## config.mk

```make
export PLATFORM = sky130hd
export DESIGN_NAME = dns_question_ttl_extract
export DESIGN_NICKNAME = d
export VERILOG_FILES = /design/src/design/dqte_pkg.sv /design/src/design/dqte_front.sv /design/src/design/dqte_fifo.sv /design/src/design/dqte_parse.sv /design/src/design/dns_question_ttl_extract.sv
export SDC_FILE = /design/constraint.sdc
export NUM_CORES = 1
export LEC_CHECK = 0
export BUFFER_PORTS_ARGS = -buffer_cell sky130_fd_sc_hd__buf_4
export CORE_ASPECT_RATIO = 0.6
export CORE_UTILIZATION = 50
export CTS_BUF_LIST = sky130_fd_sc_hd__clkbuf_4 sky130_fd_sc_hd__clkbuf_8
export DETAILED_ROUTE_END_ITERATION = 12
export PLACE_DENSITY = 0.66
export SYNTH_ARGS = -nofsm -noshare
export SYNTH_HDL_FRONTEND = slang
export SYNTH_SLANG_ARGS = --single-unit
```

## constraint.sdc

```tcl
create_clock -name i_clk -period 9.92 [get_ports i_clk]
set_input_delay 0.992 -clock i_clk [delete_from_list [all_inputs] [get_ports i_clk]]
set_output_delay 0.992 -clock i_clk [all_outputs]
set_load 0.1 [all_outputs]
```

## src/design/dqte_pkg.sv

```systemverilog
// ============================================================================
// dqte_pkg
// Types and constants shared by the DNS question / answer TTL extractor.
// ============================================================================
`default_nettype none

package dqte_pkg;

    localparam int HEADER_BYTES = 12;
    localparam int AC_HI_POS    = 6;
    localparam int AC_LO_POS    = 7;
    localparam int FIFO_DEPTH   = 2;

    localparam logic [7:0]  PTR_MASK     = 8'hC0;
    localparam logic [31:0] DEFAULT_TTL  = 32'd60;
    localparam logic [3:0]  QTAIL_BYTES  = 4'd4;
    localparam logic [3:0]  TTL_FIRST    = 4'd4;
    localparam logic [3:0]  AFIXED_BYTES = 4'd8;

    typedef enum logic [2:0] {
        PH_HEADER   = 3'd0,
        PH_QNAME    = 3'd1,
        PH_QTAIL    = 3'd2,
        PH_AFIRST   = 3'd3,
        PH_ALABELS  = 3'd4,
        PH_AFIXED   = 3'd5,
        PH_TTL_DONE = 3'd6,
        PH_IDLE     = 3'd7
    } t_phase;

    // One classified byte as it travels from the front to the parser.
    typedef struct packed {
        logic [7:0] data;
        logic       last;
        logic       consume;   // position below the message limit
        logic       ac_hi;     // answer count, high byte
        logic       ac_lo;     // answer count, low byte
        logic       hdr_end;   // final header byte
    } t_item;

endpackage

`default_nettype wire

```

## src/design/dqte_front.sv

```systemverilog
// ============================================================================
// dqte_front
// Byte front end: counts message position and tags each beat for the parser.
// ============================================================================
`default_nettype none

module dqte_front
    import dqte_pkg::*;
#(
    parameter int MAX_MESSAGE_BYTES = 4096
) (
    input  wire logic       i_clk,
    input  wire logic       i_rst_n,
    input  wire logic       i_s_tvalid,
    output logic            o_s_tready,
    input  wire logic [7:0] i_s_tdata,   // [7:0] data_byte
    input  wire logic       i_s_tlast,   // last_byte
    input  wire logic       i_q_ready,
    output logic            o_push,
    output t_item           o_item
);

    localparam int POS_W = $clog2(MAX_MESSAGE_BYTES + 1);
    localparam logic [POS_W-1:0] POS_MAX  = POS_W'(MAX_MESSAGE_BYTES);
    localparam logic [POS_W-1:0] POS_HEND = POS_W'(HEADER_BYTES - 1);
    localparam logic [POS_W-1:0] POS_ACHI = POS_W'(AC_HI_POS);
    localparam logic [POS_W-1:0] POS_ACLO = POS_W'(AC_LO_POS);

    logic [POS_W-1:0] r_pos;
    logic [POS_W-1:0] n_pos;
    logic             w_consume;

    assign o_s_tready = i_q_ready;
    assign o_push     = i_s_tvalid && i_q_ready;
    assign w_consume  = (r_pos < POS_MAX);

    always_comb begin
        o_item.data    = i_s_tdata;
        o_item.last    = i_s_tlast;
        o_item.consume = w_consume;
        o_item.ac_hi   = (r_pos == POS_ACHI);
        o_item.ac_lo   = (r_pos == POS_ACLO);
        o_item.hdr_end = (r_pos == POS_HEND);
    end

    // Saturate at the limit, restart on the final byte.
    always_comb begin
        n_pos = r_pos;
        if (o_push) begin
            if (i_s_tlast) begin
                n_pos = '0;
            end else if (w_consume) begin
                n_pos = r_pos + POS_W'(1);
            end
        end
    end

    always_ff @(posedge i_clk) begin
        if (!i_rst_n) begin
            r_pos <= '0;
        end else begin
            r_pos <= n_pos;
        end
    end

endmodule

`default_nettype wire

```

## src/design/dqte_fifo.sv

```systemverilog
// ============================================================================
// dqte_fifo
// Short queue of classified bytes between the front end and the parser.
// ============================================================================
`default_nettype none

module dqte_fifo
    import dqte_pkg::*;
(
    input  wire logic  i_clk,
    input  wire logic  i_rst_n,
    input  wire logic  i_push,
    input  wire t_item i_item,
    output logic       o_ready,
    input  wire logic  i_pop,
    output logic       o_valid,
    output t_item      o_item
);

    localparam int PTR_W = $clog2(FIFO_DEPTH);
    localparam int CNT_W = $clog2(FIFO_DEPTH + 1);

    t_item            r_mem [FIFO_DEPTH];
    logic [PTR_W-1:0] r_wr;
    logic [PTR_W-1:0] r_rd;
    logic [CNT_W-1:0] r_cnt;

    assign o_ready = (r_cnt != CNT_W'(FIFO_DEPTH));
    assign o_valid = (r_cnt != '0);
    assign o_item  = r_mem[r_rd];

    always_ff @(posedge i_clk) begin
        if (i_push) begin
            r_mem[r_wr] <= i_item;
        end
    end

    always_ff @(posedge i_clk) begin
        if (!i_rst_n) begin
            r_wr  <= '0;
            r_rd  <= '0;
            r_cnt <= '0;
        end else begin
            if (i_push) begin
                r_wr <= (r_wr == PTR_W'(FIFO_DEPTH - 1)) ? '0 : r_wr + PTR_W'(1);
            end
            if (i_pop) begin
                r_rd <= (r_rd == PTR_W'(FIFO_DEPTH - 1)) ? '0 : r_rd + PTR_W'(1);
            end
            case ({i_push, i_pop})
                2'b10:   r_cnt <= r_cnt + CNT_W'(1);
                2'b01:   r_cnt <= r_cnt - CNT_W'(1);
                default: r_cnt <= r_cnt;
            endcase
        end
    end

endmodule

`default_nettype wire

```

## src/design/dqte_parse.sv

```systemverilog
// ============================================================================
// dqte_parse
// Message parser: walks header, question name and first answer, and holds
// the result beat in an output register.
// ============================================================================
`default_nettype none

module dqte_parse
    import dqte_pkg::*;
(
    input  wire logic        i_clk,
    input  wire logic        i_rst_n,
    input  wire logic        i_valid,
    input  wire t_item       i_item,
    output logic             o_pop,
    output logic             o_m_tvalid,
    input  wire logic        i_m_tready,
    output logic [63:0]      o_m_tdata,  // [15:0] query_type, [31:16] query_class,
                                         // [63:32] answer_ttl
    output logic [1:0]       o_m_tuser   // [0] question_valid, [1] ttl_found
);

    t_phase      r_phase, n_phase;
    logic [7:0]  r_skip,  n_skip;
    logic [15:0] r_ac,    n_ac;
    logic [31:0] r_tc,    n_tc;
    logic [3:0]  r_fbi,   n_fbi;
    logic [31:0] r_ttl,   n_ttl;
    logic        r_qdone, n_qdone;

    logic        r_out_valid;
    logic [63:0] r_out_data;
    logic [1:0]  r_out_user;
    logic [63:0] w_res_data;
    logic [1:0]  w_res_user;
    logic [7:0]  w_b;
    logic [3:0]  w_fbi_inc;
    logic        w_ptr;

    assign o_pop     = i_valid && (!r_out_valid || i_m_tready);
    assign w_b       = i_item.data;
    assign w_ptr     = ((w_b & PTR_MASK) == PTR_MASK);
    assign w_fbi_inc = r_fbi + 4'd1;

    // Next parse state for one consumed byte.
    always_comb begin
        n_phase = r_phase;
        n_skip  = r_skip;
        n_ac    = r_ac;
        n_tc    = r_tc;
        n_fbi   = r_fbi;
        n_ttl   = r_ttl;
        n_qdone = r_qdone;
        if (i_item.consume) begin
            if (r_phase == PH_HEADER) begin
                if (i_item.ac_hi) begin
                    n_ac[15:8] = w_b;
                end
                if (i_item.ac_lo) begin
                    n_ac[7:0] = w_b;
                end
                if (i_item.hdr_end) begin
                    n_phase = PH_QNAME;
                end
            end else if (r_phase == PH_TTL_DONE || r_phase == PH_IDLE) begin
                n_phase = r_phase;
            end else if (r_skip != 8'd0) begin
                n_skip = r_skip - 8'd1;
            end else begin
                case (r_phase)
                    PH_QNAME: begin
                        if (w_b == 8'd0) begin
                            n_phase = PH_QTAIL;
                        end else if (w_ptr) begin
                            n_skip  = 8'd1;
                            n_phase = PH_QTAIL;
                        end else begin
                            n_skip = w_b;
                        end
                        n_fbi = '0;
                    end
                    PH_QTAIL: begin
                        n_tc  = {r_tc[23:0], w_b};
                        n_fbi = w_fbi_inc;
                        if (w_fbi_inc >= QTAIL_BYTES) begin
                            n_qdone = 1'b1;
                            n_fbi   = '0;
                            n_phase = (r_ac != 16'd0) ? PH_AFIRST : PH_IDLE;
                        end
                    end
                    PH_AFIRST: begin
                        if (w_ptr) begin
                            n_skip  = 8'd1;
                            n_phase = PH_AFIXED;
                        end else if (w_b == 8'd0) begin
                            n_phase = PH_AFIXED;
                        end else begin
                            n_skip  = w_b;
                            n_phase = PH_ALABELS;
                        end
                        n_fbi = '0;
                    end
                    PH_ALABELS: begin
                        if (w_b == 8'd0) begin
                            n_phase = PH_AFIXED;
                        end else begin
                            n_skip = w_b;
                        end
                        n_fbi = '0;
                    end
                    PH_AFIXED: begin
                        if (r_fbi >= TTL_FIRST) begin
                            n_ttl = {r_ttl[23:0], w_b};
                        end
                        n_fbi = w_fbi_inc;
                        if (w_fbi_inc >= AFIXED_BYTES) begin
                            n_phase = PH_TTL_DONE;
                        end
                    end
                    default: begin
                        n_phase = r_phase;
                    end
                endcase
            end
        end
    end

    // Result beat built from the state after the final byte.
    always_comb begin
        w_res_user[0]      = n_qdone;
        w_res_user[1]      = (n_phase == PH_TTL_DONE);
        w_res_data[15:0]   = n_qdone ? n_tc[31:16] : 16'd0;
        w_res_data[31:16]  = n_qdone ? n_tc[15:0]  : 16'd0;
        w_res_data[63:32]  = (n_phase == PH_TTL_DONE) ? n_ttl : DEFAULT_TTL;
    end

    always_ff @(posedge i_clk) begin
        if (!i_rst_n) begin
            r_phase <= PH_HEADER;
            r_skip  <= '0;
            r_ac    <= '0;
            r_tc    <= '0;
            r_fbi   <= '0;
            r_ttl   <= '0;
            r_qdone <= 1'b0;
        end else if (o_pop) begin
            if (i_item.last) begin
                r_phase <= PH_HEADER;
                r_skip  <= '0;
                r_ac    <= '0;
                r_tc    <= '0;
                r_fbi   <= '0;
                r_ttl   <= '0;
                r_qdone <= 1'b0;
            end else begin
                r_phase <= n_phase;
                r_skip  <= n_skip;
                r_ac    <= n_ac;
                r_tc    <= n_tc;
                r_fbi   <= n_fbi;
                r_ttl   <= n_ttl;
                r_qdone <= n_qdone;
            end
        end
    end

    always_ff @(posedge i_clk) begin
        if (!i_rst_n) begin
            r_out_valid <= 1'b0;
        end else if (o_pop && i_item.last) begin
            r_out_valid <= 1'b1;
        end else if (i_m_tready) begin
            r_out_valid <= 1'b0;
        end
    end

    always_ff @(posedge i_clk) begin
        if (o_pop && i_item.last) begin
            r_out_data <= w_res_data;
            r_out_user <= w_res_user;
        end
    end

    assign o_m_tvalid = r_out_valid;
    assign o_m_tdata  = r_out_data;
    assign o_m_tuser  = r_out_user;

endmodule

`default_nettype wire

```

## src/design/dns_question_ttl_extract.sv

```systemverilog
// ============================================================================
// dns_question_ttl_extract
// Parses a DNS message byte stream for question type/class and first TTL.
// ============================================================================
//  channel  dir  beat contents
//  s_axis   in   tdata[7:0] message byte, tlast on final byte
//  m_axis   out  tdata type/class/TTL, tuser {ttl_found, question_valid}
//
//  One byte per cycle sustained while m_axis is not stalled. An accepted
//  byte is written into the two-entry queue and updates the parser when
//  popped; the result beat is registered when the final byte is popped.
//  Bytes at or past MAX_MESSAGE_BYTES are skipped.
//  Synchronous active-low reset returns the parser to the header phase.
//  A stalled result register backs up the queue, then s_axis tready.
// ============================================================================
`default_nettype none

module dns_question_ttl_extract
    import dqte_pkg::*;
#(
    parameter int MAX_MESSAGE_BYTES = 4096
) (
    input  wire logic        i_clk,
    input  wire logic        i_rst_n,
    input  wire logic        s_axis_tvalid,
    output logic             s_axis_tready,
    input  wire logic [7:0]  s_axis_tdata,  // [7:0] data_byte
    input  wire logic        s_axis_tlast,  // last_byte
    output logic             m_axis_tvalid,
    input  wire logic        m_axis_tready,
    output logic [63:0]      m_axis_tdata,  // [15:0] query_type, [31:16] query_class,
                                            // [63:32] answer_ttl
    output logic [1:0]       m_axis_tuser   // [0] question_valid, [1] ttl_found
);

    logic  w_push;
    logic  w_q_ready;
    logic  w_q_valid;
    logic  w_pop;
    t_item w_in_item;
    t_item w_q_item;

    dqte_front #(
        .MAX_MESSAGE_BYTES (MAX_MESSAGE_BYTES)
    ) u_front (
        .i_clk      (i_clk),
        .i_rst_n    (i_rst_n),
        .i_s_tvalid (s_axis_tvalid),
        .o_s_tready (s_axis_tready),
        .i_s_tdata  (s_axis_tdata),
        .i_s_tlast  (s_axis_tlast),
        .i_q_ready  (w_q_ready),
        .o_push     (w_push),
        .o_item     (w_in_item)
    );

    dqte_fifo u_fifo (
        .i_clk   (i_clk),
        .i_rst_n (i_rst_n),
        .i_push  (w_push),
        .i_item  (w_in_item),
        .o_ready (w_q_ready),
        .i_pop   (w_pop),
        .o_valid (w_q_valid),
        .o_item  (w_q_item)
    );

    dqte_parse u_parse (
        .i_clk      (i_clk),
        .i_rst_n    (i_rst_n),
        .i_valid    (w_q_valid),
        .i_item     (w_q_item),
        .o_pop      (w_pop),
        .o_m_tvalid (m_axis_tvalid),
        .i_m_tready (m_axis_tready),
        .o_m_tdata  (m_axis_tdata),
        .o_m_tuser  (m_axis_tuser)
    );

`ifndef SYNTH
    a_pop_nonempty: assert property (@(posedge i_clk) disable iff (!i_rst_n)
        w_pop |-> w_q_valid)
        else $error("parser popped an empty queue");

    a_push_not_full: assert property (@(posedge i_clk) disable iff (!i_rst_n)
        w_push |-> w_q_ready)
        else $error("front pushed into a full queue");

    a_result_no_overwrite: assert property (@(posedge i_clk) disable iff (!i_rst_n)
        (w_pop && w_q_item.last && m_axis_tvalid) |-> m_axis_tready)
        else $error("result overwritten while stalled");
`endif

endmodule

`default_nettype wire
```

==> results of run 1 <==
## cells in the mapped netlist (5+ instances only)
cell	count
sky130_fd_sc_hd__ha_1	5
sky130_fd_sc_hd__inv_1	10
sky130_fd_sc_hd__o21ai_0	21
sky130_fd_sc_hd__o2bb2ai_1	14
sky130_fd_sc_hd__o21ai_1	7
sky130_fd_sc_hd__or3_1	12
sky130_fd_sc_hd__edfxtp_1	92
sky130_fd_sc_hd__nor4_1	9
sky130_fd_sc_hd__nor2b_1	70
sky130_fd_sc_hd__a22oi_1	67
sky130_fd_sc_hd__a211oi_1	7
sky130_fd_sc_hd__mux2_2	9
sky130_fd_sc_hd__a21oi_1	46
sky130_fd_sc_hd__clkbuf_1	42
sky130_fd_sc_hd__dfxtp_1	115
sky130_fd_sc_hd__xnor2_1	7
sky130_fd_sc_hd__xor2_1	5
sky130_fd_sc_hd__o211ai_1	5
sky130_fd_sc_hd__a21boi_1	5
sky130_fd_sc_hd__mux2i_1	43
sky130_fd_sc_hd__and2_1	19
sky130_fd_sc_hd__nor2_1	35
sky130_fd_sc_hd__nand3_1	10
sky130_fd_sc_hd__buf_2	14
sky130_fd_sc_hd__nand2_1	79
sky130_fd_sc_hd__nor3_1	18
sky130_fd_sc_hd__and3_1	5
sky130_fd_sc_hd__nand4_1	5
sky130_fd_sc_hd__or4_1	5
sky130_fd_sc_hd__nor4b_2	28
## through the flow
| stage | hold WS, ns | area, um^2 | worst slack (ns) | util [%] | total power, mW |
|---|---|---|---|---|---|
| 2_1_floorplan | 0.425 | 9530 | 5.12 | - | 1.85 |
| 3_3_place_gp | 0.440 | 10300 | 5.79 | 56.1 | 2.06 |
| 3_5_place_dp | 0.468 | 10300 | 5.55 | 56.1 | 2.08 |
| 4_1_cts | 0.480 | 11000 | 5.54 | 59.7 | 2.81 |
| 5_1_grt | 0.494 | 11000 | 5.00 | 59.7 | 2.92 |
| 6_report | 0.482 | 11000 | 5.37 | 59.7 | 2.80 |
## cell families (layout without fill, tap and decap cells)
kind of cell    after synthesis  in the layout  share of synthesized area (%)
simple gates                319            319                           20.9
compound gates              211            211                           15.4
flops                       207            207                           53.2
buf+inv                      71            157                           3.22
mux                          52             52                           5.58
xor+xnor                     12             12                           1.10
fa+ha+maj                     5              5                          0.657
## where the power goes
part	switching, mW	internal [mW]
Combinational	0.802	0.215
Clock	0.328	0.410
Sequential	0.0438	1.00
## layout make-up
class,count,area (um^2)
timing repair buffer,90,673
inverter,11,41.3
tap,240,300
multi-input combinational,599,4210
fill,1531,7390
clock inverter,9,73.8
clock buffer,47,597
sequential,207,5060
## worst register-to-register path, stage by stage (launching register included)
cell                       delay (ns)
sky130_fd_sc_hd__dfxtp_1         0.32
sky130_fd_sc_hd__inv_1           0.13
sky130_fd_sc_hd__ha_1            0.31
sky130_fd_sc_hd__nor3b_2         0.35
sky130_fd_sc_hd__nand2_1         0.37
sky130_fd_sc_hd__nand4b_1        1.14
sky130_fd_sc_hd__nor2_2          1.45
sky130_fd_sc_hd__a22oi_1         0.17
sky130_fd_sc_hd__nor2b_1         0.23
## routing by layer
metal,wire (um),part of all wire (%)
met1,11300,50
met2,9680,43
met3,1280,5.7
met4,361,1.6
met5,0,0
## sequential cells by signal (all words and copies together) (netlist names), 2 cells and up, named ones only
signal / flops
u_parse.r_skip: 8
u_parse.r_tc: 32
u_fifo.r_mem: 26
u_front.r_pos: 13
u_parse.r_fbi: 4
u_parse.r_ac: 16
u_parse.r_ttl: 32
u_parse.o_m_tdata: 64
u_parse.o_m_tuser: 2
u_fifo.r_cnt: 2
u_parse.r_phase: 3
## worst paths after layout
path / to / slack, ns
hold / removal: u_parse.r_ac[9]$_SDFFE_PN0P_ / 0.48
hold reg to reg: u_parse.r_ac[9]$_SDFFE_PN0P_ / 0.48
setup reg to reg: u_parse.r_tc[26]$_SDFFE_PN0P_ / 5.37
setup / recovery: u_parse.r_tc[26]$_SDFFE_PN0P_ / 5.37
==> parameters.txt, run 1 <==
Parameter                              Value

Worst setup path
  Largest stage delay, worst path ... about 1.4 ns
  Critical path origin ... u_parse.r_skip[1]$_SDFFE_PN0P_
  CP bufs+invs ... 1
  Worst EP required ... between 10 and 15 ns
  CP top delay family ... simple AND/OR/NAND/NOR gates
  Data arrival time of the critical path ... 5.03 ns
  Crit. End Element ... flop
  Critical path cell sequence ... inv_1 -> ha_1 -> nor3b_2 -> nand2_1 -> nand4b_1 -> nor2_2 -> a22oi_1 -> nor2b_1
  Reg-to-reg critical path startpoint ... u_parse.r_skip[1]$_SDFFE_PN0P_
  Number of stages on the worst setup path ... 8
  CP Max Fanout ... 32
  Path type of the worst setup path ... reg2reg
  Category of the worst setup path launch point ... flop
  Worst r2r path cells ... 8
  Slowest library cell on the worst path ... sky130_fd_sc_hd__nor2_2

GRT
  Number of antenna violations at the first check in global routing ... 0
  Global routing met3 resource utilization ... under 10%
  Overall global routing resource usage ... 23.2%
  Met1 track demand over resource ... about a third
  Final global-route overflow total ... 0
  First-pass GRT wire length ... 36.3 mm
  Met2 track demand over resource ... between 30% and 40%
  Maximum number of pins on one net before global-route repair ... around 100
  Layer with the highest usage ... met2
  Number of global-route vias before repair ... roughly 6.8k

Drt
  Overall via count from detail_route ... between 7k and 8k
  DR WL/cell ... around 19 um
  Iteration-0 DRC count of the detailed router ... between 700 and 800
  First drt pass iteration count ... 5
  Remaining design rule violation count ... 0
  Routed wire length ... around 23 mm
  Antenna-violating nets left ... 0
  Avg Vias per Cell ... about 6

Clocking
  Clock net sink count ... roughly 210
  Clock slew at the register clock pins of the worst setup and hold paths ... roughly 0.07 ns
  Total clock buffers created by CTS ... 30
  Post CTS Setup Buffer Count ... 0
  Later-pin clock latency in the skew report ... between 0.5 and 0.6 ns
  Maximum level of the CTS H-tree ... 1
  Count of instances resized after the clock tree is built ... 0
  CTS hold repair buffers ... 0
  Maximum buffer depth of the clock tree ... 3
  Cell at the root of the clock tree ... sky130_fd_sc_hd__clkbuf_8
  TritonCTS clock tree ... yes

Place
  Detailed-placement wirelength estimate ... about 15 mm
  Cell count after placement ... about 1.1k
  Routability Congestion ... a little over 0.9
  IO buf count ... 80

Timing
  Final count of pins violating max slew ... 0
  Clock Skew ... roughly 0.021 ns
  Number of endpoints failing setup at the final stage ... 0
  Achievable clock frequency ... 220 MHz
  Minimum clock period after layout ... approximately 4.5 ns
  Post-Route Setup TNS ... 0 ns
  Final hold violations ... 0
  Final cycle utilization of the critical path ... 45.8%
  Tightest Pin Transition ... about 1.4 ns
  Setup repair after global routing missed its margin ... false
  Slew Limit Headroom ... around 8.6%

Outcome
  Result of the run ... finished clean

Cells and area
  Post-Layout Cell Count ... ~1.2k
  Antenna diode count ... 0
  Share of final-layout standard cells stronger than drive strength 1 ... around a fifth
  Number of nets in the finished design ... about 960
  Most common cell after layout, fill and taps aside ... sky130_fd_sc_hd__dfxtp_1
  Top library cells by usage in the layout, fill and taps aside ... sky130_fd_sc_hd__dfxtp_1 (115), sky130_fd_sc_hd__edfxtp_1 (92), sky130_fd_sc_hd__buf_4 (89), sky130_fd_sc_hd__nand2_1 (79), sky130_fd_sc_hd__nor2b_1 (70)
  Synth-to-layout area growth ... 15.1%

Power
  Worst voltage drop across the vdd grid ... about 130 uV
  Ratio of total power to cell area ... approximately 260 nW/um^2
  Static power due to leakage ... about 3.5 nW

Floorplan
  Placeable core area ... roughly 18000 um^2
  DIE AREA ... approximately 20000 um^2
  Number of I/O pins ... between 80 and 90
  Core Rows ... 38
  Width of the die ... 180 um
  Die span in y ... 109 um
  Initial cell density of the core ... between 50% and 60%

Synthesis
  Cell area after synthesis ... about 9500 um^2
  Count of state elements after synthesis ... about 210
  Cell types occupying the most area after synthesis ... sky130_fd_sc_hd__edfxtp_1 (29%), sky130_fd_sc_hd__dfxtp_1 (24%), sky130_fd_sc_hd__a22oi_1 (5.3%)
  Synthesized instance count ... between 800 and 900
  Count of distinct cell types in the synthesized netlist ... 75
  Fraction of the yosys area taken by sequential cells ... ~53%
  Synthesized area per cell ... 10.9 um^2
  Number of synthesized flops with an enable pin ... 92
  Flip-flop cell with the highest count after synthesis ... sky130_fd_sc_hd__dfxtp_1
  Total number of yosys warnings ... 0
  Area leader, netlist ... sky130_fd_sc_hd__edfxtp_1
  Post-Synthesis Net Count ... between 800 and 900
  Share of synthesized flip-flops with an asynchronous set or reset ... 0%
  Top-area cell type share of the netlist area ... slightly below 30%

Min path
  Worst Hold Depth ... 2
  HP Start ... u_parse.r_ac[9]$_SDFFE_PN0P_
  Worst hold-check path type ... reg2reg

Job
  # Max-Cap Violations ... 0
No activity file was read; power rests on OpenSTA's default activity.
==> run 2: changes to the inputs <==
--- a/config.mk
+++ b/config.mk
@@ -10,7 +10,7 @@
 export CORE_UTILIZATION = 50
 export CTS_BUF_LIST = sky130_fd_sc_hd__clkbuf_4 sky130_fd_sc_hd__clkbuf_8
 export DETAILED_ROUTE_END_ITERATION = 12
-export PLACE_DENSITY = 0.66
+export PLACE_DENSITY = 0.68
 export SYNTH_ARGS = -nofsm -noshare
 export SYNTH_HDL_FRONTEND = slang
 export SYNTH_SLANG_ARGS = --single-unit
==> constraint.sdc (replaced) <==
create_clock -name i_clk -period 3.8 [get_ports i_clk]
set_input_delay 0.38 -clock i_clk [delete_from_list [all_inputs] [get_ports i_clk]]
set_output_delay 0.38 -clock i_clk [all_outputs]
set_load 0.1 [all_outputs]
==> parameters.txt, run 2 (synthesis results as in run 1) <==
Parameter                              Value

Worst setup path
  Category of the worst setup path launch point ... flop (unchanged)
  Path type of the worst setup path ... reg2reg (unchanged)
  Data arrival time of the critical path ... 3.56 ns (was 5.03 ns)
  CP Max Fanout ... 22 (was 32)
  Crit. End Element ... flop (unchanged)
  Worst EP required ... 4.07 ns (was 10.40 ns)

Cells and area
  Synth-to-layout area growth ... 16.3% (was 15.1%)
  Fill cell total of the finished layout ... 1525 (was 1531)
  Utilization after layout ... 60.4% (was 59.7%)
  Most common cell after layout, fill and taps aside ... sky130_fd_sc_hd__dfxtp_1 (unchanged)
  Total non-filler cell area in the finished layout ... 11100 um^2 (was 11000 um^2)
  Top library cells by usage in the layout, fill and taps aside ... sky130_fd_sc_hd__dfxtp_1 (115), sky130_fd_sc_hd__buf_4 (101), sky130_fd_sc_hd__edfxtp_1 (92), sky130_fd_sc_hd__nand2_1 (79), sky130_fd_sc_hd__nor2b_1 (70) (was sky130_fd_sc_hd__dfxtp_1 (115), sky130_fd_sc_hd__edfxtp_1 (92), sky130_fd_sc_hd__buf_4 (89), sky130_fd_sc_hd__nand2_1 (79), sky130_fd_sc_hd__nor2b_1 (70))
  Share of final-layout standard cells stronger than drive strength 1 ... 21.1% (was 21.0%)
  Number of nets in the finished design ... 975 (was 957)
  Post-Layout Cell Count ... 1219 (was 1203)
  Number of flip-flops in the largest register ... 64 (unchanged)
  Antenna diode count ... 0 (unchanged)

Drt
  Iteration-0 DRC count of the detailed router ... 610 (was 720)
  Routed wire length ... 22.5 mm (was 22.7 mm)
  First drt pass iteration count ... 5 (unchanged)
  Overall via count from detail_route ... 7098 (was 7177)
  Remaining design rule violation count ... 0 (unchanged)
  Antenna-violating nets left ... 0 (unchanged)
  Avg Vias per Cell ... 5.82 (was 5.97)
  DR WL/cell ... 18.5 um (was 18.8 um)

Clocking
  Clock slew at the register clock pins of the worst setup and hold paths ... 0.08 ns (was 0.07 ns)
  Maximum buffer depth of the clock tree ... 3 (unchanged)
  Maximum level of the CTS H-tree ... 1 (unchanged)
  Post CTS Setup Buffer Count ... 0 (unchanged)
  TritonCTS clock tree ... yes (unchanged)
  Total clock buffers created by CTS ... 29 (was 30)
  Cell at the root of the clock tree ... sky130_fd_sc_hd__clkbuf_8 (unchanged)
  Clock net sink count ... 207 (unchanged)
  Later-pin clock latency in the skew report ... 0.57 ns (was 0.56 ns)

Power
  Cell Int Power ... 4.22 mW (was 1.63 mW)
  Sum of internal, switching and leakage power ... 7.32 mW (was 2.80 mW)
  Ratio of total power to cell area ... 660 nW/um^2 (was 256 nW/um^2)
  Sw Pwr ... 3.10 mW (was 1.17 mW)
  Clock network power share ... 25.9% (was 26.3%)
  Proportion of power drawn by combinational gates ... 36.6% (was 36.3%)
  Fraction of power consumed by sequential logic ... 37.5% (was 37.4%)
  Worst voltage drop across the vdd grid ... 426 uV (was 132 uV)
  Static power due to leakage ... 3.56 nW (was 3.48 nW)
  Proportion of total power due to net switching ... 42.3% (was 41.9%)

Job
  # Max-Cap Violations ... 0 (unchanged)

Floorplan
  DIE AREA ... 19600 um^2 (unchanged)
  Die span in y ... 109 um (unchanged)
  Number of I/O pins ... 81 (unchanged)
  Core Rows ... 38 (unchanged)
  Initial cell density of the core ... 51.9% (unchanged)
  Placeable core area ... 18400 um^2 (unchanged)
  Width of the die ... 180 um (unchanged)

Timing
  Post-Route Setup TNS ... 0 ns (unchanged)
  Final cycle utilization of the critical path ... 86.7% (was 45.8%)
  Hold slack final ... 0.0418 ns (was 0.482 ns)
  Final count of pins violating max slew ... 0 (unchanged)
  Clock Skew ... 0.0237 ns (was 0.0209 ns)
  Worst-case setup margin in the final layout ... 0.506 ns (was 5.37 ns)
  Number of endpoints failing setup at the final stage ... 0 (unchanged)
  Setup repair after global routing missed its margin ... false (unchanged)
  Final hold violations ... 0 (unchanged)
  Minimum clock period after layout ... 3.29 ns (was 4.55 ns)
  Achievable clock frequency ... 304 MHz (was 220 MHz)
  Tightest Pin Transition ... 1.13 ns (was 1.37 ns)
  Slew Limit Headroom ... 24.4% (was 8.64%)

GRT
  First-pass GRT wire length ... 35.6 mm (was 36.3 mm)
  Maximum number of pins on one net before global-route repair ... 86 (was 104)
  Number of antenna violations at the first check in global routing ... 0 (unchanged)
  Number of global-route vias before repair ... 6553 (was 6804)
  Overall global routing resource usage ... 22.8% (was 23.2%)
  Final global-route overflow total ... 0 (unchanged)

Outcome
  Result of the run ... finished clean (unchanged)

Place
  Cell area after placement ... 10400 um^2 (was 10300 um^2)
  Routability Congestion ... 0.986 (was 0.927)
  Detailed-placement wirelength estimate ... 14.6 mm (was 14.7 mm)
  Cell count after placement ... 1158 (was 1146)
  IO buf count ... 80 (unchanged)
  Worst setup timing slack at the placement stage ... 0.601 ns (was 5.55 ns)

Min path
  Worst hold-check path type ... in2reg (was reg2reg)
run 2: layout make-up:
cell class	instances	area [um^2]	share of cell area, %
sequential	207	5060	45.7
tap	240	300	2.71
timing repair buffer	109	838	7.56
clock inverter	18	165	1.49
clock buffer	35	463	4.18
inverter	11	41.3	0.372
multi-input combinational	599	4210	38.0
run 2: power groups by stage:
stage | clock network [mW] | registers, mW | logic [mW]
2_1_floorplan | 0 | 3.74 | 1.06
3_3_place_gp | 0 | 2.79 | 2.64
3_5_place_dp | 0 | 2.79 | 2.64
4_1_cts | 1.92 | 2.75 | 2.65
5_1_grt | 2.02 | 2.77 | 2.80
6_report | 1.89 | 2.75 | 2.68
run 2: timing repair:
action                    in CTS  in global routing
hold endpoints to repair      16                  0
hold buffers                   8                  0
gates resized for setup        0                  0
run 2: final timing paths:
check,slack [ns],to,from,cells after the start
setup / recovery,0.51,u_parse.o_m_tdata[46]$_SDFFCE_PP0P_,flop,7
hold / removal,0.04,u_fifo.r_mem[0][4]$_DFFE_PP_,s_axis_tlast,1
setup reg to reg,0.51,u_parse.o_m_tdata[46]$_SDFFCE_PP0P_,flop,7
hold reg to reg,0.47,u_parse.r_skip[1]$_SDFFE_PN0P_,u_parse.r_skip[1]$_SDFFE_PN0P_,1
run 2: critical path, stage by stage (launching register included):
cell                       delay (ns)
sky130_fd_sc_hd__dfxtp_1         0.64
sky130_fd_sc_hd__nor3_1          0.14
sky130_fd_sc_hd__a22oi_1         0.64
sky130_fd_sc_hd__o211ai_1        0.23
sky130_fd_sc_hd__and3_1          0.24
sky130_fd_sc_hd__o21ai_4         0.62
sky130_fd_sc_hd__buf_4           0.38
sky130_fd_sc_hd__nor4b_2         0.08
run 2: per-layer routing:
layer | share of wire, % | wire length (um) | global-route usage (%)
met1 | 52 | 11700 | 36.0
met2 | 40 | 8900 | 31.0
met3 | 7.1 | 1610 | 5.28
met4 | 1.2 | 269 | 4.52
met5 | 0 | 0 | 0
==> run 3: changes to the inputs <==
--- a/config.mk
+++ b/config.mk
@@ -13,4 +13,5 @@
 export PLACE_DENSITY = 0.68
 export SYNTH_ARGS = -nofsm -noshare
 export SYNTH_HDL_FRONTEND = slang
+export SYNTH_HIERARCHICAL = 1
 export SYNTH_SLANG_ARGS = --single-unit
==> parameters.txt, run 3 <==
Parameter                              Value

Outcome
  Result of the run ... finished clean (unchanged)

Timing
  Slew Limit Headroom ... 26.7% (was 24.4%)
  Clock Skew ... 0.0374 ns (was 0.0237 ns)
  Final hold violations ... 0 (unchanged)
  Achievable clock frequency ... 287 MHz (was 304 MHz)
  Post-Route Setup TNS ... 0 ns (unchanged)
  Tightest Pin Transition ... 1.10 ns (was 1.13 ns)
  Final count of pins violating max slew ... 0 (unchanged)
  Setup repair after global routing missed its margin ... false (unchanged)
  Final cycle utilization of the critical path ... 91.6% (was 86.7%)
  Number of endpoints failing setup at the final stage ... 0 (unchanged)
  Minimum clock period after layout ... 3.48 ns (was 3.29 ns)

Synthesis
  Area leader, netlist ... sky130_fd_sc_hd__edfxtp_1 (unchanged)
  Count of distinct cell types in the synthesized netlist ... 73 (was 75)
  Synthesized area per cell ... 10.7 um^2 (was 10.9 um^2)
  Flip-flop cell with the highest count after synthesis ... sky130_fd_sc_hd__dfxtp_1 (unchanged)
  Synthesized instance count ... 858 (was 877)
  Count of state elements after synthesis ... 207 (unchanged)
  Cell area after synthesis ... 9220 um^2 (was 9530 um^2)
  Library cell with the highest instance count after synthesis ... sky130_fd_sc_hd__dfxtp_1 (unchanged)
  Share of synthesized flip-flops with an asynchronous set or reset ... 0% (unchanged)
  Total number of yosys warnings ... 6 (was 0)
  Number of synthesized flops with an enable pin ... 92 (unchanged)
  Cell types occupying the most area after synthesis ... sky130_fd_sc_hd__edfxtp_1 (30%), sky130_fd_sc_hd__dfxtp_1 (25%), sky130_fd_sc_hd__nand2_1 (4.1%) (was sky130_fd_sc_hd__edfxtp_1 (29%), sky130_fd_sc_hd__dfxtp_1 (24%), sky130_fd_sc_hd__a22oi_1 (5.3%))
  Top cell types by occurrence after synthesis ... sky130_fd_sc_hd__dfxtp_1 (115), sky130_fd_sc_hd__nand2_1 (100), sky130_fd_sc_hd__edfxtp_1 (92) (was sky130_fd_sc_hd__dfxtp_1 (115), sky130_fd_sc_hd__edfxtp_1 (92), sky130_fd_sc_hd__nand2_1 (79))
  Fraction of the yosys area taken by sequential cells ... 54.9% (was 53.2%)
  Top-area cell type share of the netlist area ... 30.0% (was 29.0%)
  Post-Synthesis Net Count ... 876 (was 895)

Worst setup path
  Worst EP required ... 4.09 ns (was 4.07 ns)
  Crit Reg-Reg Endpoint ... u_parse/o_m_tdata[36]$_SDFFCE_PP1P_ (was u_parse.o_m_tdata[46]$_SDFFCE_PP0P_)
  Path type of the worst setup path ... reg2reg (unchanged)
  Slowest library cell on the worst path ... sky130_fd_sc_hd__dfxtp_1 (unchanged)
  CP bufs+invs ... 0 (was 1)
  Category of the worst setup path launch point ... flop (unchanged)
  Worst r2r path cells ... 7 (unchanged)
  Critical path cell sequence ... mux2_1 -> nor4_1 -> a21boi_1 -> o21ai_1 -> a31o_2 -> o211ai_1 -> or4_1 (was nor3_1 -> a22oi_1 -> o211ai_1 -> and3_1 -> o21ai_4 -> buf_4 -> nor4b_2)
  CP Max Fanout ... 13 (was 22)
  CP top delay family ... simple AND/OR/NAND/NOR gates (was compound AO/OA/AOI/OAI gates)
  Largest stage delay, worst path ... 0.70 ns (was 0.64 ns)
  Crit. End Element ... flop (unchanged)
  Data arrival time of the critical path ... 3.77 ns (was 3.56 ns)
  Setup slack of the most critical reg-to-reg path ... 0.32 ns (was 0.51 ns)

Min path
  Hold EP ... u_fifo/r_mem[1][6]$_DFFE_PP_ (was u_fifo.r_mem[0][4]$_DFFE_PP_)
  HP Start ... s_axis_tdata[1] (was s_axis_tlast)
  Worst Hold Depth ... 1 (unchanged)
  Worst hold-check path type ... in2reg (unchanged)

Power
  Ratio of total power to cell area ... 664 nW/um^2 (was 660 nW/um^2)
  Sum of internal, switching and leakage power ... 7.06 mW (was 7.32 mW)
  Worst voltage drop across the vdd grid ... 398 uV (was 426 uV)
  Static power due to leakage ... 3.61 nW (was 3.56 nW)

GRT
  Final global-route overflow total ... 0 (unchanged)
  First-pass GRT wire length ... 32.7 mm (was 35.6 mm)
  Overall global routing resource usage ... 21.8% (was 22.8%)
  Maximum number of pins on one net before global-route repair ... 72 (was 86)
  Number of antenna violations at the first check in global routing ... 0 (unchanged)
  Number of global-route vias before repair ... 6013 (was 6553)

Floorplan
  Core Rows ... 38 (unchanged)
  Placeable core area ... 18100 um^2 (was 18400 um^2)
  Die span in y ... 107 um (was 109 um)
  Initial cell density of the core ... 51.0% (was 51.9%)
  DIE AREA ... 19000 um^2 (was 19600 um^2)
  Width of the die ... 177 um (was 180 um)
  Number of I/O pins ... 81 (unchanged)

Clocking
  Maximum level of the CTS H-tree ... 1 (unchanged)
  Total clock buffers created by CTS ... 30 (was 29)
  Clock net sink count ... 207 (unchanged)
  Maximum buffer depth of the clock tree ... 3 (unchanged)
  Cell at the root of the clock tree ... sky130_fd_sc_hd__clkbuf_8 (unchanged)
  Clock slew at the register clock pins of the worst setup and hold paths ... 0.07 ns (was 0.08 ns)
  Count of instances resized after the clock tree is built ... 0 (unchanged)
  TritonCTS clock tree ... yes (unchanged)
  Later-pin clock latency in the skew report ... 0.57 ns (about the same)

Place
  Detailed-placement wirelength estimate ... 13.6 mm (was 14.6 mm)
  IO buf count ... 80 (unchanged)
  Routability Congestion ... 0.924 (was 0.986)

Cells and area
  Top library cells by usage in the layout, fill and taps aside ... sky130_fd_sc_hd__dfxtp_1 (115), sky130_fd_sc_hd__buf_4 (102), sky130_fd_sc_hd__nand2_1 (100), sky130_fd_sc_hd__edfxtp_1 (92), sky130_fd_sc_hd__nor2b_1 (57) (was sky130_fd_sc_hd__dfxtp_1 (115), sky130_fd_sc_hd__buf_4 (101), sky130_fd_sc_hd__edfxtp_1 (92), sky130_fd_sc_hd__nand2_1 (79), sky130_fd_sc_hd__nor2b_1 (70))
  Most common cell after layout, fill and taps aside ... sky130_fd_sc_hd__dfxtp_1 (unchanged)
  Number of flip-flops in the largest register ... 64 (unchanged)
  Antenna diode count ... 0 (unchanged)
  Number of nets in the finished design ... 939 (was 975)
  Synth-to-layout area growth ... 15.3% (was 16.3%)
  Share of final-layout standard cells stronger than drive strength 1 ... 20.7% (was 21.1%)

Drt
  Avg Vias per Cell ... 5.74 (was 5.82)
  First drt pass iteration count ... 5 (unchanged)
  Overall via count from detail_route ... 6800 (was 7098)
  Remaining design rule violation count ... 0 (unchanged)
  Antenna-violating nets left ... 0 (unchanged)
  Routed wire length ... 20.7 mm (was 22.5 mm)
  Iteration-0 DRC count of the detailed router ... 652 (was 610)
  DR WL/cell ... 17.4 um (was 18.5 um)

Job
  # Max-Cap Violations ... 0 (unchanged)
==> run 3: cell types whose count changed after synthesis, moves of 13 or more <==
cell | previous run | this run
sky130_fd_sc_hd__a22o_1 | 2 | 35
sky130_fd_sc_hd__nor4b_2 | 28 | 0
sky130_fd_sc_hd__nand2_1 | 79 | 100
sky130_fd_sc_hd__a22oi_1 | 67 | 49
sky130_fd_sc_hd__buf_4 | 0 | 18
sky130_fd_sc_hd__mux2i_1 | 43 | 28
sky130_fd_sc_hd__nor2b_1 | 70 | 57
sky130_fd_sc_hd__nor4_1 | 9 | 22
sky130_fd_sc_hd__o2bb2ai_1 | 14 | 1
==> run 3: metal layers <==
| metal | GRT usage [%] | vias to the layer above | routed length [um] |
|---|---|---|---|
| li1 | - | 3280 | - |
| met1 | 36.6 | 3260 | 11000 |
| met2 | 28.0 | 227 | 7990 |
| met3 | 3.76 | 33 | 1330 |
| met4 | 4.46 | 0 | 288 |
| met5 | 0 | - | 0 |
==> run 3: metrics by stage <==
step	cell area, um^2	hold WS (ns)	setup WS (ns)	util [%]	std cells
after floorplan	9220	0.449	0.375	-	858
after global placement	9950	0.460	0.469	55.1	1125
after detailed placement	9950	0.465	0.344	55.1	1125
after CTS	10600	0.000182	0.348	58.8	1184
after global routing	10600	0.00137	0.0415	58.8	1185
final	10600	0.0255	0.318	58.8	1185
==> run 3: layout make-up <==
class | count | area [um^2]
Multi-Input combinational cell | 560 | 3760
Clock buffer | 51 | 602
Clock inverter | 5 | 37.5
Tap cell | 240 | 300
Timing Repair Buffer | 106 | 806
Inverter | 16 | 60.1
Sequential cell | 207 | 5060
Fill cell | 1509 | 7440
==> run 3: worst max path at each step <==
stage                                          from                                   to  slack, ns  depth (start not counted)
finish                                         flop  u_parse/o_m_tdata[36]$_SDFFCE_PP1P_       0.32                          7
global route                                   flop  u_parse/o_m_tdata[32]$_SDFFCE_PP0P_       0.04                          8
CTS                                            flop  u_parse/o_m_tdata[36]$_SDFFCE_PP1P_       0.35                          7
detailed placement                             flop  u_parse/o_m_tdata[36]$_SDFFCE_PP1P_       0.34                          7
global placement                               flop  u_parse/o_m_tdata[34]$_SDFFCE_PP1P_       0.47                          7
floorplan           u_parse/o_m_tvalid$_SDFFE_PN0P_       u_parse/r_skip[6]$_SDFFE_PN0P_       0.37                          6
==> run 3: worst register-to-register path, delay by kind of cell (launching register included) <==
family	cells	cell delay [ns]
and+or+nand+nor	2	1.18
AOI/OAI and AO/OA	4	0.78
DFF	1	0.70
muxes	1	0.56
==> run 3: timing repair <==
item / in CTS / in global routing
hold endpoints to repair: 5 / 2
hold buffers: 3 / 1
setup buffers: 0 / 0
setup endpoints to repair: 0 / 0
==> run 3: kinds of logic after synthesis <==
family | synth area share, %
AOI/OAI and AO/OA | 15.2
xor gates and xnor gates | 0.855
adders and majority gates | 0.679
buffers and inverters | 4.76
DFF | 54.9
muxes | 5.12
and+or+nand+nor | 18.4
==> run 3: power by group <==
group	switching, mW	internal (mW)
clock network	0.823	0.999
registers	0.110	2.63
logic	2.00	0.500
total	2.93	4.13
